$ cat config.mk
export PLATFORM = sky130hd
export DESIGN_NAME = locd_ctrl
export DESIGN_NICKNAME = d
export VERILOG_FILES = /design/src/design/locd_pkg.sv /design/src/design/locd_ctrl.sv
export SDC_FILE = /design/constraint.sdc
export NUM_CORES = 1
export LEC_CHECK = 0
export BUFFER_PORTS_ARGS = -buffer_cell sky130_fd_sc_hd__clkbuf_2
export CELL_PAD_IN_SITES_DETAIL_PLACEMENT = 0
export CELL_PAD_IN_SITES_GLOBAL_PLACEMENT = 1
export CORE_MARGIN = 8
export CORE_UTILIZATION = 29
export DETAILED_ROUTE_END_ITERATION = 8
export GPL_ROUTABILITY_DRIVEN = 0
export HOLD_SLACK_MARGIN = 0.08
export PLACE_DENSITY_LB_ADDON = 0.08
export REMOVE_ABC_BUFFERS = 1
export SYNTH_ARGS = -nofsm -noshare
export SYNTH_HDL_FRONTEND = slang
export SYNTH_SLANG_ARGS = --single-unit
$ cat constraint.sdc
create_clock -name clk -period 1.8 [get_ports clk]
set_clock_uncertainty 0.1 [all_clocks]
set_input_delay 0.18 -clock clk [delete_from_list [all_inputs] [get_ports clk]]
set_output_delay 0.18 -clock clk [all_outputs]
set_load 0.03 [all_outputs]
$ cat src/design/locd_pkg.sv
// Package for the lock-order cycle detector: sizes, types, controller states.
// No dependencies.
package locd_pkg;
  localparam int MutexSlots  = 16;
  localparam int ThreadSlots = 16;
  localparam int MW = $clog2(MutexSlots);
  localparam int TW = $clog2(ThreadSlots);

  typedef enum logic [1:0] {
    ST_OK = 2'd0, ST_TFULL = 2'd1, ST_MFULL = 2'd2, ST_UNKNOWN = 2'd3
  } status_t;

  typedef enum logic [3:0] {
    S_IDLE, S_TSCAN, S_MSCAN, S_DECIDE, S_HELD, S_UNLOCK,
    S_ROOT, S_STEP, S_OUT
  } state_t;

  typedef struct packed {
    logic load;
    logic tscan;
    logic mscan;
    logic add_thread;
    logic add_mutex;
    logic held_step;
    logic unl_step;
    logic root_step;
    logic dfs_step;
    logic set_cycle;
    logic set_status;
    status_t status;
    logic out_load;
  } cmd_t;

  typedef struct packed {
    logic action;
    logic scan_done;
    logic t_found;
    logic m_found;
    logic t_full;
    logic m_full;
    logic list_done;
    logic roots_done;
    logic stack_empty;
    logic cycle_hit;
    logic out_free;
  } sts_t;
endpackage

$ cat src/design/locd_ctrl.sv
// Controller state machine sequencing lookup, list update and cycle search.
// Depends on locd_pkg.
module locd_ctrl (
  input  logic           clk,
  input  logic           rst,
  input  logic           in_valid,
  output logic           in_ready,
  input  locd_pkg::sts_t sts,
  output locd_pkg::cmd_t cmd
);
  import locd_pkg::*;
  state_t state, state_next;

  always_ff @(posedge clk) begin
    if (rst) state <= S_IDLE;
    else state <= state_next;
  end

  always_comb begin
    state_next = state;
    cmd = '0;
    cmd.status = ST_OK;
    in_ready = 1'b0;
    case (state)
      S_IDLE: begin
        in_ready = 1'b1;
        if (in_valid) begin
          cmd.load = 1'b1;
          state_next = S_TSCAN;
        end
      end
      S_TSCAN: begin
        cmd.tscan = 1'b1;
        if (sts.scan_done) state_next = S_MSCAN;
      end
      S_MSCAN: begin
        cmd.mscan = 1'b1;
        if (sts.scan_done) state_next = S_DECIDE;
      end
      S_DECIDE: begin
        cmd.set_status = 1'b1;
        if (sts.action) begin
          if (!sts.t_found || !sts.m_found) begin
            cmd.status = ST_UNKNOWN;
            state_next = S_OUT;
          end else state_next = S_UNLOCK;
        end else if (!sts.t_found && sts.t_full) begin
          cmd.status = ST_TFULL;
          state_next = S_OUT;
        end else begin
          cmd.add_thread = !sts.t_found;
          if (!sts.m_found && sts.m_full) begin
            cmd.status = ST_MFULL;
            state_next = S_OUT;
          end else begin
            cmd.add_mutex = !sts.m_found;
            state_next = S_HELD;
          end
        end
      end
      S_HELD: begin
        cmd.held_step = 1'b1;
        if (sts.list_done) state_next = S_ROOT;
      end
      S_UNLOCK: begin
        cmd.unl_step = 1'b1;
        if (sts.list_done) state_next = S_OUT;
      end
      S_ROOT: begin
        if (sts.roots_done) state_next = S_OUT;
        else begin
          cmd.root_step = 1'b1;
          state_next = S_STEP;
        end
      end
      S_STEP: begin
        if (sts.cycle_hit) begin
          cmd.set_cycle = 1'b1;
          state_next = S_OUT;
        end else if (sts.stack_empty) state_next = S_ROOT;
        else cmd.dfs_step = 1'b1;
      end
      S_OUT: begin
        if (sts.out_free) begin
          cmd.out_load = 1'b1;
          state_next = S_IDLE;
        end
      end
      default: state_next = S_IDLE;
    endcase
  end

  a_load_idle: assert property (@(posedge clk) disable iff (rst)
    cmd.load |-> state == S_IDLE) else $error("load outside idle");
  a_out_ret: assert property (@(posedge clk) disable iff (rst)
    cmd.out_load |=> state == S_IDLE) else $error("no return to idle");
  a_ready: assert property (@(posedge clk) disable iff (rst)
    in_ready |-> !sts.out_free || state == S_IDLE) else $error("ready outside idle");
endmodule

Word level (Yosys, flattened, before mapping):

Cells that the tools add are included.

* equal/unequal tests: 15
* muxes and demuxes: 38
* reduce and logical (&&, ||, !) cells: 7

Operator list (number)
* $mux W4: 13
* $pmux W4 S9: 1
* $eq A4 B3 Y1 const B: 4
* $mux W2: 8
* $mux W1: 15
* $ne A2 B2 Y1 const B: 6
* $eq A4 B2 Y1 const B: 2
* $reduce_and A7 Y1: 1
* $eq A4 B1 Y1 const B: 1
* $eq A4 B4 Y1 const B: 1
* $logic_not A4 Y1: 1
* $mux W3: 1
* $ne A3 B3 Y1 const B: 1
* $logic_and A1 B1 Y1: 2
* $logic_not A1 Y1: 2
* $logic_or A1 B1 Y1: 1

* bits in registers: 4
* input bits: 14
* output and inout port bits: 15
* logic and storage cells: 61

Logic depth before layout (Yosys ltp):

* word-level depth: 6
* depth in mapped cells: 5
* gate-level depth less buffers: 4

Worst setup path after synthesis:

No wires, ideal clock.

* path kind: reg-to-output
* start: reg state[3]
* end: out cmd[10] (netlist name)
* data arrival time: 1.661 ns
* required time: 1.520 ns
* setup slack: -0.141 ns
* stages on the path, launching flop included: 4
* path buffers: 1
* cells stage by stage: dfxtp_1 -> buf_2 -> nand4bb_4 -> nor4_1

RTL lines
* start: declaration: line locd_ctrl.sv:12 `state_t state, state_next;`
* start signal: assignment: line locd_ctrl.sv:16 `else state <= state_next;`
* end: declaration: line locd_ctrl.sv:9 `output locd_pkg::cmd_t cmd`

==> results.py <==
metrics = {
    "clock_tree": {
        "cts-htree-levels": 1,
        "cts_sinks": 4,
        "path_clk_slew_ns": 0.04,
        "postCtsSetupRepairBufs": 0,
        "clockBufferDepth": 2,
        "cts_tree": "yes",
        "numCtsBuffers": 3,
        "clk_latency_ns": 0.23,
        "cts_root_buf": "clkbuf_4",
    },
    "yosys": {
        "synth_top_area_frac": 0.145,
        "synth-main-ff-cell": "dfxtp_1",
        "ys_ff_latch": 4,
        "ys.warnings.count": 0,
        "synth_edf_count": 0,
        "netlist_instances": 71,
        "synth_area_um2": 551,
        "synth.area.top_cells": "dfxtp_1 15%, nand2b_1 8.0%, nor4_2 6.8%",
        "netlist-cell-type-count": 35,
        "synthArstFlopShare": 0,
        "yosys.area.top_type": "dfxtp_1",
        "synth.avg_cell_area_um2": 7.75,
        "seq_area_frac_synth": 0.145,
    },
    "finish": {
        "multi_input_area_um2": 480,
        "top_register": "state",
        "area_delta_synth_final_pct": 56.6,
        "regArea_um2": 87.6,
        "reg.largest.list": "state x4",
        "diodes": 0,
        "largest_register_ffs": 4,
        "nets": 124,
        "fin_cells": 133,
        "drive_gt1_frac": 0.509,
        "fill_cells": 211,
    },
    "timing": {
        "worst_pin_slew_ns": 0.480,
        "timing.hold.ws_ns": 0.193,
        "setup_viol": 0,
        "fmax_mhz": 586,
        "drv_slew": 0,
        "final_hold_viol_count": 0,
        "rsz0062_at_grt": "false",
        "period_share": 0.948,
        "slew_headroom": 0.677,
        "period_needed_ns": 1.71,
    },
    "setup_path": {
        "cp-end-kind": "output port",
        "required_ns": 1.52,
        "path_cells": "buf_4 > nor4b_4 > and2_1 > clkbuf_2",
        "path_max_fanout": 7,
        "crit_path_max_incr_delay_ns": 0.35,
        "cp_top_family": "simple AND/OR/NAND/NOR gates",
        "crit_arrival_ns": 1.43,
        "path_buf_inv": 2,
        "path_class": "register to output port",
        "cp_slowest_cell": "dfxtp_2",
        "start_kind": "register",
    },
    "global_routing": {
        "grt_overflow": 0,
        "grt_pass1_wl_um": 2790,
        "antenna_found_initial": 0,
        "grt_pass1_vias": 636,
        "grt_use_total": 0.0968,
        "grt_max_degree": 10,
    },
    "place": {
        "hpwl_um": 1340,
        "placed_cells": 129,
        "io_buffers": 28,
    },
    "run": {
        "drv_cap": 0,
    },
    "routing": {
        "wire_per_inst_um": 12.5,
        "totalWireLength_um": 1660,
        "drc": 0,
        "vias": 638,
        "drt_iter0_markers": 6,
        "dr.pass1.iters": 3,
        "ant_nets": 0,
        "viasPerCell": 4.80,
    },
    "floorplan": {
        "num_rows": 15,
        "die_w_um": 59.6,
        "num_io_pins": 29,
        "dieArea_um2": 3550,
        "start_util": 0.312,
        "die_h_um": 59.6,
        "coreArea_um2": 1760,
    },
    "power_and_ir_drop": {
        "p_leak_nw": 0.380,
        "power.density_nw_per_um2": 1040,
        "peakVddDrop_mv": 0.630,
    },
    "outcome": {
        "status": "finished, final reports clean",
    },
    "min_path": {
        "hp-class": "input pin to register",
    },
}
through the flow:
stage | setup TNS (ns) | util | setup WS, ns | power, mW | area (um^2)
finish | 0 | 0.489 | 0.0938 | 0.899 | 862
global route | 0 | 0.489 | 0.0127 | 0.973 | 862
CTS | -0.0374 | 0.462 | -0.0374 | 0.874 | 816
detailed placement | 0 | 0.434 | 0.0663 | 0.748 | 766
global placement | 0 | 0.434 | 0.0874 | 0.748 | 766
floorplan | -1.56 | - | -0.337 | 0.549 | 527
layout make-up:
cell class	instances	area share
multi-input cells	59	0.557
repair buffers	38	0.261
flip-flops and latches	4	0.102
well taps	25	0.0363
clock buffers	3	0.0261
inverters	4	0.0174
final timing paths:
check | start | to | slack [ns] | cells past startpoint
hold / removal | sts[0] | state[3] | 0.19 | 3
setup reg to reg | state[0] | state[3] | 0.14 | 4
hold reg to reg | state[1] | state[1] | 0.47 | 2
setup / recovery | state[2] | cmd[0] | 0.09 | 4
power breakdown:
| part | internal (mW) | switching, mW | total (mW) |
|---|---|---|---|
| registers | 0.119 | 0.0727 | 0.192 |
| logic | 0.258 | 0.343 | 0.601 |
| clock network | 0.0742 | 0.0323 | 0.107 |
synthesized netlist by cell type, drive strengths merged, types with 2 or more instances:
cell and number:
a211oi 2, a21oi 4, and2 2, buf 2
clkbuf 2, dfxtp 4, inv 4, mux2i 2
nand2b 7, nor2 9, nor2b 2, nor3 7
nor4 6, o21ai 2
routing by layer:
metal / global-route usage / up-vias / share of wire
met5: 0 / - / 0
met4: 0.0102 / 0 / 0
met3: 0.0434 / 0 / 0.072
met2: 0.165 / 14 / 0.50
met1: 0.111 / 285 / 0.43
li1: - / 339 / -
worst reg2reg max path, stage by stage (launching register included):
cell and delay (ns):
dfxtp_2 0.38, or4b_1 0.54, a21oi_2 0.20, a2111oi_4 0.09, a32o_1 0.24
cell usage in the layout, fill, tap and decap left out, drive strengths merged, types with 2 or more instances in the layout:
master	instances
inv	4
nor2	9
nand2b	7
nor2b	2
nor4	6
o21ai	2
mux2i	2
dfxtp	4
a211oi	2
and2	2
buf	13
clkbuf	27
nor3	7
a21oi	4
timing repair:
| action | in CTS | in global routing |
|---|---|---|
| endpoints found under the hold margin | 1 | 0 |
| gates resized for setup | 4 | 16 |
| cloned | 0 | 0 |
| pin swaps | 0 | 0 |
| hold buffers | 1 | 0 |
| endpoints found under the setup margin | 6 | 8 |
logic make-up after synthesis:
| family | count (synthesis) | synth area share |
|---|---|---|
| simple gates | 42 | 0.511 |
| buf+inv | 8 | 0.0704 |
| xor+xnor | 1 | 0.0159 |
| mux | 2 | 0.0364 |
| compound gates | 14 | 0.220 |
| flops | 4 | 0.145 |
Note: power is estimated with default switching activity, not from simulation.
